--- src/rtl/fifo_reader_writer_admission_macros.svh ---
// Assertion macros used by the lock datapath module.
`ifndef FIFO_READER_WRITER_ADMISSION_MACROS_SVH
`define FIFO_READER_WRITER_ADMISSION_MACROS_SVH

// Same-cycle implication, disabled while reset is asserted.
`define FRWA_ASSERT_IMP(lbl, clk, rst_n, ante, cons, msg) \
	lbl: assert property (@(posedge clk) disable iff (!(rst_n)) (ante) |-> (cons)) \
	else $error(msg);

// Next-cycle implication, disabled while reset is asserted.
`define FRWA_ASSERT_NXT(lbl, clk, rst_n, ante, cons, msg) \
	lbl: assert property (@(posedge clk) disable iff (!(rst_n)) (ante) |=> (cons)) \
	else $error(msg);

`endif

--- src/rtl/frwa_pkg.sv ---
package frwa_pkg;

	// Sizes of the wait queue, the ids and the reader counter.
	localparam int QUEUE_DEPTH = 16;
	localparam int PTR_W       = $clog2(QUEUE_DEPTH);
	localparam int CNT_W       = $clog2(QUEUE_DEPTH + 1);
	localparam int ID_BITS     = 8;
	localparam int MAX_READERS = 255;
	localparam int RC_W        = 8;
	localparam int ENTRY_W     = ID_BITS + 1;

	// Command and mode codes of an input word.
	localparam logic CMD_ACQUIRE = 1'b0;
	localparam logic CMD_RELEASE = 1'b1;
	localparam logic MODE_READ   = 1'b0;
	localparam logic MODE_WRITE  = 1'b1;

	// Event codes of a result word.
	typedef enum logic [2:0] {
		EV_GRANT  = 3'd0,
		EV_QUEUED = 3'd1,
		EV_NONE   = 3'd2,
		EV_FULL   = 3'd3,
		EV_RELERR = 3'd4
	} event_t;

	// Controller states.
	typedef enum logic [1:0] {
		ST_IDLE,
		ST_EXEC,
		ST_SCAN
	} state_t;

	// Commands from the controller to the datapath.
	typedef struct packed {
		logic capture;
		logic acquire;
		logic error;
		logic release_op;
		logic grant;
		logic none;
		logic last;
	} ctrl_t;

	// Status from the datapath to the controller.
	typedef struct packed {
		logic is_release;
		logic rel_bad;
		logic head_ok;
		logic next_ok;
	} stat_t;

	// A request is admissible when no writer holds the object and, for a read,
	// the reader count is below its limit, or, for a write, no reader is active.
	function automatic logic can_admit(input logic mode, input logic writer,
			input logic [RC_W-1:0] readers);
		logic ok;
		if (writer) begin
			ok = 1'b0;
		end else if (mode == MODE_READ) begin
			ok = readers < RC_W'(MAX_READERS);
		end else begin
			ok = readers == '0;
		end
		return ok;
	endfunction

endpackage

--- src/rtl/fifo_reader_writer_admission.sv ---
// Channel  | Signals                                           | Handshake
// ---------+---------------------------------------------------+---------------------------
// request  | command, access_mode, requester_id                | start high while busy low
// result   | event_res, grant_id, grant_mode, writer_holder,   | strobe high for one cycle
//          | writer_on, reader_count, lock_idle, last          |
//
// An acquire or a bad release gives a single result, computed in ST_EXEC from the
// captured request and registered. A good release drops its holder in ST_EXEC, then
// ST_SCAN grants queued entries from the front, one per cycle, or reports none if none
// is granted. busy stays high until the final result (marked by last) is registered.
// Reset clears the counters, pointers and writer state; queue entries are never read
// before they are written. The result side has no stall.
module fifo_reader_writer_admission (
	input  logic                           clk,
	input  logic                           arst_n,
	input  logic                           start,
	output logic                           busy,
	input  logic                           command,
	input  logic                           access_mode,
	input  logic [frwa_pkg::ID_BITS-1:0]   requester_id,
	output logic                           strobe,
	output logic [2:0]                     event_res,
	output logic [frwa_pkg::ID_BITS-1:0]   grant_id,
	output logic                           grant_mode,
	output logic [frwa_pkg::ID_BITS-1:0]   writer_holder,
	output logic                           writer_on,
	output logic [frwa_pkg::RC_W-1:0]      reader_count,
	output logic                           lock_idle,
	output logic                           last
);

	frwa_pkg::ctrl_t ctrl;
	frwa_pkg::stat_t stat;

	// Sequencer for the acquire, release and grant steps.
	frwa_ctrl u_ctrl (
		.clk    (clk),
		.arst_n (arst_n),
		.start  (start),
		.stat   (stat),
		.ctrl   (ctrl),
		.busy   (busy)
	);

	// Lock state, wait queue and result register.
	frwa_dp u_dp (
		.clk           (clk),
		.arst_n        (arst_n),
		.ctrl          (ctrl),
		.stat          (stat),
		.command       (command),
		.access_mode   (access_mode),
		.requester_id  (requester_id),
		.strobe        (strobe),
		.event_res     (event_res),
		.grant_id      (grant_id),
		.grant_mode    (grant_mode),
		.writer_holder (writer_holder),
		.writer_on     (writer_on),
		.reader_count  (reader_count),
		.lock_idle     (lock_idle),
		.last          (last)
	);

endmodule

--- src/rtl/frwa_ctrl.sv ---
module frwa_ctrl (
	input  logic             clk,
	input  logic             arst_n,
	input  logic             start,
	input  frwa_pkg::stat_t  stat,
	output frwa_pkg::ctrl_t  ctrl,
	output logic             busy
);

	frwa_pkg::state_t state_q;
	frwa_pkg::state_t state_d;

	// State register.
	always_ff @(posedge clk or negedge arst_n) begin
		if (!arst_n) begin
			state_q <= frwa_pkg::ST_IDLE;
		end else begin
			state_q <= state_d;
		end
	end

	// Next state and datapath commands.
	always_comb begin
		state_d = state_q;
		ctrl    = '0;
		unique case (state_q)
			frwa_pkg::ST_IDLE: begin
				if (start) begin
					ctrl.capture = 1'b1;
					state_d      = frwa_pkg::ST_EXEC;
				end
			end
			frwa_pkg::ST_EXEC: begin
				if (!stat.is_release) begin
					ctrl.acquire = 1'b1;
					ctrl.last    = 1'b1;
					state_d      = frwa_pkg::ST_IDLE;
				end else if (stat.rel_bad) begin
					ctrl.error = 1'b1;
					ctrl.last  = 1'b1;
					state_d    = frwa_pkg::ST_IDLE;
				end else begin
					ctrl.release_op = 1'b1;
					state_d         = frwa_pkg::ST_SCAN;
				end
			end
			frwa_pkg::ST_SCAN: begin
				// Grant the front entry if admissible, else report none; stay only if the one behind it follows.
				if (stat.head_ok) begin
					ctrl.grant = 1'b1;
					ctrl.last  = !stat.next_ok;
					if (!stat.next_ok) begin
						state_d = frwa_pkg::ST_IDLE;
					end
				end else begin
					ctrl.none = 1'b1;
					ctrl.last = 1'b1;
					state_d   = frwa_pkg::ST_IDLE;
				end
			end
			default: begin
				state_d = frwa_pkg::ST_IDLE;
			end
		endcase
	end

	assign busy = state_q != frwa_pkg::ST_IDLE;

endmodule

--- src/rtl/frwa_dp.sv ---
`include "fifo_reader_writer_admission_macros.svh"

module frwa_dp (
	input  logic                           clk,
	input  logic                           arst_n,
	input  frwa_pkg::ctrl_t                ctrl,
	output frwa_pkg::stat_t                stat,
	input  logic                           command,
	input  logic                           access_mode,
	input  logic [frwa_pkg::ID_BITS-1:0]   requester_id,
	output logic                           strobe,
	output logic [2:0]                     event_res,
	output logic [frwa_pkg::ID_BITS-1:0]   grant_id,
	output logic                           grant_mode,
	output logic [frwa_pkg::ID_BITS-1:0]   writer_holder,
	output logic                           writer_on,
	output logic [frwa_pkg::RC_W-1:0]      reader_count,
	output logic                           lock_idle,
	output logic                           last
);

	// Captured request.
	logic                         cmd_q;
	logic                         mode_q;
	logic [frwa_pkg::ID_BITS-1:0] id_q;

	// Lock state and wait queue.
	logic [frwa_pkg::ENTRY_W-1:0] queue_q [frwa_pkg::QUEUE_DEPTH];
	logic [frwa_pkg::PTR_W-1:0]   head_q, tail_q;
	logic [frwa_pkg::CNT_W-1:0]   cnt_q;
	logic [frwa_pkg::RC_W-1:0]    rc_q;
	logic                         wf_q;
	logic [frwa_pkg::ID_BITS-1:0] wid_q;

	logic [frwa_pkg::PTR_W-1:0]   head_d, tail_d, head_nx;
	logic [frwa_pkg::CNT_W-1:0]   cnt_d;
	logic [frwa_pkg::RC_W-1:0]    rc_d;
	logic                         wf_d;
	logic [frwa_pkg::ID_BITS-1:0] wid_d;
	logic                         wr_en;

	logic [frwa_pkg::ENTRY_W-1:0] head_e, next_e;
	logic                         head_mode, next_mode;
	logic [frwa_pkg::ID_BITS-1:0] head_id;

	// Next result word.
	logic                         strobe_d;
	frwa_pkg::event_t             ev_d;
	logic [frwa_pkg::ID_BITS-1:0] gid_d;
	logic                         gmode_d;
	logic                         last_d;

	// Pointer following a given one, wrapping at the queue depth.
	function automatic logic [frwa_pkg::PTR_W-1:0] ptr_inc(input logic [frwa_pkg::PTR_W-1:0] p);
		logic [frwa_pkg::PTR_W-1:0] r;
		if (p == frwa_pkg::PTR_W'(frwa_pkg::QUEUE_DEPTH - 1)) begin
			r = '0;
		end else begin
			r = p + 1'b1;
		end
		return r;
	endfunction

	// Front entry and the one behind it.
	assign head_nx   = ptr_inc(head_q);
	assign head_e    = queue_q[head_q];
	assign next_e    = queue_q[head_nx];
	assign head_mode = head_e[frwa_pkg::ID_BITS];
	assign head_id   = head_e[frwa_pkg::ID_BITS-1:0];
	assign next_mode = next_e[frwa_pkg::ID_BITS];

	// Status for the controller. The look-ahead assumes the front entry is granted:
	// only a read behind a read follows, and only while the reader limit allows it.
	always_comb begin
		stat.is_release = cmd_q == frwa_pkg::CMD_RELEASE;
		stat.rel_bad    = (mode_q == frwa_pkg::MODE_READ) ? (rc_q == '0) : !wf_q;
		stat.head_ok    = (cnt_q != '0) && frwa_pkg::can_admit(head_mode, wf_q, rc_q);
		stat.next_ok    = (cnt_q > frwa_pkg::CNT_W'(1)) &&
			(head_mode == frwa_pkg::MODE_READ) && (next_mode == frwa_pkg::MODE_READ) &&
			((rc_q + 1'b1) < frwa_pkg::RC_W'(frwa_pkg::MAX_READERS));
	end

	// Next lock state and result word.
	always_comb begin
		head_d   = head_q;
		tail_d   = tail_q;
		cnt_d    = cnt_q;
		rc_d     = rc_q;
		wf_d     = wf_q;
		wid_d    = wid_q;
		wr_en    = 1'b0;
		strobe_d = 1'b0;
		ev_d     = frwa_pkg::EV_NONE;
		gid_d    = '0;
		gmode_d  = 1'b0;
		last_d   = ctrl.last;
		if (ctrl.acquire) begin
			strobe_d = 1'b1;
			if ((cnt_q == '0) && frwa_pkg::can_admit(mode_q, wf_q, rc_q)) begin
				ev_d    = frwa_pkg::EV_GRANT;
				gid_d   = id_q;
				gmode_d = mode_q;
				if (mode_q == frwa_pkg::MODE_READ) begin
					rc_d = rc_q + 1'b1;
				end else begin
					wf_d  = 1'b1;
					wid_d = id_q;
				end
			end else if (cnt_q == frwa_pkg::CNT_W'(frwa_pkg::QUEUE_DEPTH)) begin
				ev_d = frwa_pkg::EV_FULL;
			end else begin
				ev_d   = frwa_pkg::EV_QUEUED;
				wr_en  = 1'b1;
				tail_d = ptr_inc(tail_q);
				cnt_d  = cnt_q + 1'b1;
			end
		end
		if (ctrl.error) begin
			strobe_d = 1'b1;
			ev_d     = frwa_pkg::EV_RELERR;
		end
		if (ctrl.release_op) begin
			if (mode_q == frwa_pkg::MODE_READ) begin
				rc_d = rc_q - 1'b1;
			end else begin
				wf_d  = 1'b0;
				wid_d = '0;
			end
		end
		if (ctrl.grant) begin
			strobe_d = 1'b1;
			ev_d     = frwa_pkg::EV_GRANT;
			gid_d    = head_id;
			gmode_d  = head_mode;
			head_d   = head_nx;
			cnt_d    = cnt_q - 1'b1;
			if (head_mode == frwa_pkg::MODE_READ) begin
				rc_d = rc_q + 1'b1;
			end else begin
				wf_d  = 1'b1;
				wid_d = head_id;
			end
		end
		if (ctrl.none) begin
			strobe_d = 1'b1;
			ev_d     = frwa_pkg::EV_NONE;
		end
	end

	// Request capture and queue storage.
	always_ff @(posedge clk) begin
		if (ctrl.capture) begin
			cmd_q  <= command;
			mode_q <= access_mode;
			id_q   <= requester_id;
		end
		if (wr_en) begin
			queue_q[tail_q] <= {mode_q, id_q};
		end
	end

	// Lock state registers.
	always_ff @(posedge clk or negedge arst_n) begin
		if (!arst_n) begin
			head_q <= '0;
			tail_q <= '0;
			cnt_q  <= '0;
			rc_q   <= '0;
			wf_q   <= 1'b0;
			wid_q  <= '0;
			strobe <= 1'b0;
		end else begin
			head_q <= head_d;
			tail_q <= tail_d;
			cnt_q  <= cnt_d;
			rc_q   <= rc_d;
			wf_q   <= wf_d;
			wid_q  <= wid_d;
			strobe <= strobe_d;
		end
	end

	// Result word, showing the state after the reported step.
	always_ff @(posedge clk) begin
		if (strobe_d) begin
			event_res     <= ev_d;
			grant_id      <= gid_d;
			grant_mode    <= gmode_d;
			writer_holder <= wf_d ? wid_d : '0;
			writer_on     <= wf_d;
			reader_count  <= rc_d;
			lock_idle     <= (cnt_d == '0) && (rc_d == '0) && !wf_d;
			last          <= last_d;
		end
	end

	`FRWA_ASSERT_IMP(a_cnt_range, clk, arst_n, 1'b1,
		cnt_q <= frwa_pkg::CNT_W'(frwa_pkg::QUEUE_DEPTH), "queue count beyond depth")
	`FRWA_ASSERT_IMP(a_excl, clk, arst_n, strobe && writer_on,
		reader_count == '0, "writer reported together with readers")
	`FRWA_ASSERT_NXT(a_grant_out, clk, arst_n, ctrl.grant,
		strobe && (event_res == frwa_pkg::EV_GRANT), "grant without a grant result")

endmodule
--- config.mk ---
export PLATFORM = sky130hd
export DESIGN_NAME = fifo_reader_writer_admission
export DESIGN_NICKNAME = d
export VERILOG_FILES = /design/src/rtl/frwa_pkg.sv /design/src/rtl/fifo_reader_writer_admission.sv /design/src/rtl/frwa_ctrl.sv /design/src/rtl/frwa_dp.sv
export VERILOG_INCLUDE_DIRS = /design/src /design/src/rtl
export SDC_FILE = /design/constraint.sdc
export NUM_CORES = 1
export LEC_CHECK = 0
export BUFFER_PORTS_ARGS = -buffer_cell sky130_fd_sc_hd__buf_2
export CORE_ASPECT_RATIO = 0.5
export CORE_MARGIN = 1
export CORE_UTILIZATION = 40
export DETAILED_ROUTE_END_ITERATION = 10
export PLACE_DENSITY = 0.67
export SYNTH_ARGS = -nofsm -noshare
export SYNTH_HDL_FRONTEND = slang
export SYNTH_HIERARCHICAL = 1
export SYNTH_SLANG_ARGS = --single-unit
--- constraint.sdc ---
create_clock -name clk -period 3.57 [get_ports clk]
set_input_delay 0.5355 -clock clk [delete_from_list [all_inputs] [get_ports clk]]
set_output_delay 0.5355 -clock clk [all_outputs]
set_load 0.01 [all_outputs]
==> impl_metrics.ini <==
[worst_setup_path]
critPathTopFamily = simple AND/OR/NAND/NOR gates
path_cells = mux4_2, and2b_1, o22a_1, a21oi_1, nor3_2, buf_4, buf_4, buf_4, buf_4, buf_4, buf_4, buf_4, and2b_2, or4_4, buf_12
path_buf_inv = 8
cp-end-kind = register
critPathMaxFanout = 24
worst-r2r-setup-slack_ns = 0.09
critical-path-slowest-cell = mux4_2
arrival_ns = 3.74
slowest_delay_ns = 0.51
start_kind = register
critPathKind = register to register
cp_common_cell = buf_4
crit_required_ns = 3.83

[timing]
setup_viol = 0
slew_viol_final = 0
rsz0062_at_grt = true
skew_ns = 0.01100
finalWorstSetupSlack_ns = 0.08737
worst_pin_slew_ns = 0.8538
fin_crit_sh_pct = 97.55
max_freq_ghz = 0.2871
period_minus_slack_ns = 3.483
whs_ns = 0.1312
relSlewSlack_pct = 43.08
hold_viol_final = 0

[global_route]
grt_first_pass_wirelength_um = 32910
grt-ovfl-total = 0
grt_pass1_vias = 5808
grt_start_max_net_pins = 34
grt_usage_pct = 17.43
antenna_found_initial = 0

[place]
dp.cells = 987
place.gp.congestion = 0.8883
port_buffers = 45
hpwl_um = 14530
pre_cts_ws_ns = -0.1154
place_area_um2 = 10530

[synthesis]
synth_area_um2 = 9590
syn_inst = 602
ys_types = 75
seq_area_frac_synth_pct = 66.54
avgSynthCellArea_um2 = 15.93
yosysWarnings = 6
synth_flop_cell = edfxtp_1
syn_nets = 632
yosys_register_bits = 218
yosys.area.top_type = edfxtp_1
synth_edf_count = 185
yosysTopAreaCellShare_pct = 57.93
yosys-top-cells-area = edfxtp_1 (58%), dfrtp_1 (8.6%), mux4_2 (6.8%)
ys_async_sr_fraction_pct = 15.14

[power_and_ir_drop]
p_leak_nw = 4.243
power.density_nw_per_um2 = 809.4
max-vdd-ir-drop_mv = 0.4074

[route]
finalWirelength_um = 21450
drc_errors = 0
ant_nets = 0
wl_met2_um = 9803
routedWlPerCell_um = 20.66
drtIter0Drc = 355
via_count = 5728
drt_pass1_iterations = 5
wl_met3_um = 1349
top_layer = met4
routedLengthMet1_um = 9929
avgViaCountPerCell = 5.518

[final_layout]
drive_above_1_share_pct = 28.18
final_util_pct = 49.21
antenna_cells = 0
final_cell_mix = edfxtp_1 (185), buf_4 (70), buf_2 (45), mux2i_1 (37), dfrtp_1 (31)
final_common_cell = edfxtp_1
nNetsFinal = 746
syn2layout_area_growth_pct = 18.94
design_area_um2 = 11410
fin_cells = 1038
fillCellCount = 1927

[clock_network]
clk_pin_slew_ns = 0.07
clkLatencyLatePin_ns = 0.50
cts_tree = built
clockRootBuffer = clkbuf_16
numClockSinks = 218
cts_htree_levels = 1
cts_buffer_depth = 3
cts_buffers = 21

[die]
die-height_um = 111.5
die_w_um = 221.0
fp-row-count = 39
io-pin-count = 46
core-area_um2 = 23180
die_area_um2 = 24640
initial_core_util_pct = 41.38

[worst_hold_path]
hold_path_class = input pin to async pin

[run]
max-cap-violations = 0

[status]
outcome = complete, no violations
[through the flow]
step	total power, mW	TNS, ns
3_3_place_gp	6.818	0
4_1_cts	9.169	-0.09826
2_1_floorplan	5.688	0
3_5_place_dp	6.873	-0.1154
6_report	9.233	0
5_1_grt	9.715	-1.453
[layer usage]
layer	vias to the layer above	track usage, %
met5	-	0
met4	0	4.429
met3	28	3.616
met2	180	27.87
met1	2892	24.44
li1	2628	-
[cells in the mapped netlist (all sizes together) (4+ instances only)]
master   count
a211oi       4
a21oi       19
a221oi      12
a22o         8
a22oi        8
a2bb2oi      6
a31oi        5
and2        25
and3        13
buf         17
clkbuf      11
dfrtp       33
edfxtp     185
ha          17
inv         12
mux2         5
mux2i       37
mux4        29
nand2       22
nand2b       4
nand3        9
nor2        28
nor2b        5
nor3         8
nor4b        5
o21ai       16
xnor2        7
xor2         5
[sequential cells by signal (all words and copies together) (netlist names), 2 cells and up]
register / cells
u_dp/tail_q: 4
u_dp/head_q: 4
u_dp/event_res: 3
u_dp/wid_q: 8
u_dp/writer_holder: 8
u_dp/reader_count: 8
u_dp/queue_q: 144
u_dp/rc_q: 8
u_dp/grant_id: 8
u_ctrl/state_q: 2
u_dp/cnt_q: 5
u_dp/id_q: 8
[cell type report]
cell class / instances / area (µm²) / area share [%]
multi-input cells: 343 / 3085 / 27.05
inverters: 13 / 48.80 / 0.4278
flip-flops and latches: 218 / 6384 / 55.96
repair buffers: 119 / 835.8 / 7.327
well taps: 307 / 384.1 / 3.367
clock inverters: 15 / 136.4 / 1.196
clock buffers: 23 / 533.0 / 4.673
[what timing repair did]
item                       4_1_cts  5_1_grt
setup endpoints to repair        1       36
hold buffers                     0        0
buffers inserted                 6        6
pin swaps                        5        8
resized for setup                6       12
cloned                           0        1
[logic make-up after synthesis]
group / count (synthesis) / synth area share, %
compound gates: 103 / 8.324
xor+xnor: 12 / 1.096
fa+ha+maj: 17 / 2.218
buf+inv: 41 / 1.970
flops: 218 / 66.54
mux: 71 / 11.34
simple gates: 140 / 8.519
[report_power, final]
part	total, mW	switching, mW	internal, mW
clock network	2.17	0.936	1.23
logic	3.31	1.79	1.52
registers	3.75	0.335	3.42
total	9.23	3.06	6.17
[path summary, 6_finish.rpt]
path                                   startpoint           endpoint  cells after the start
worst min register to register  u_ctrl/state_q[0]  u_ctrl/state_q[0]                      1
min in group clk                      access_mode        u_dp/mode_q                      1
worst max-delay path               u_dp/head_q[1]   u_dp/grant_id[6]                     15
worst max register to register     u_dp/head_q[1]   u_dp/grant_id[6]                     15
worst min-delay path                       arst_n      u_dp/cnt_q[2]                      1
max in group asynchronous                  arst_n     u_dp/head_q[0]                      1
(Power assumes the default switching activity.)
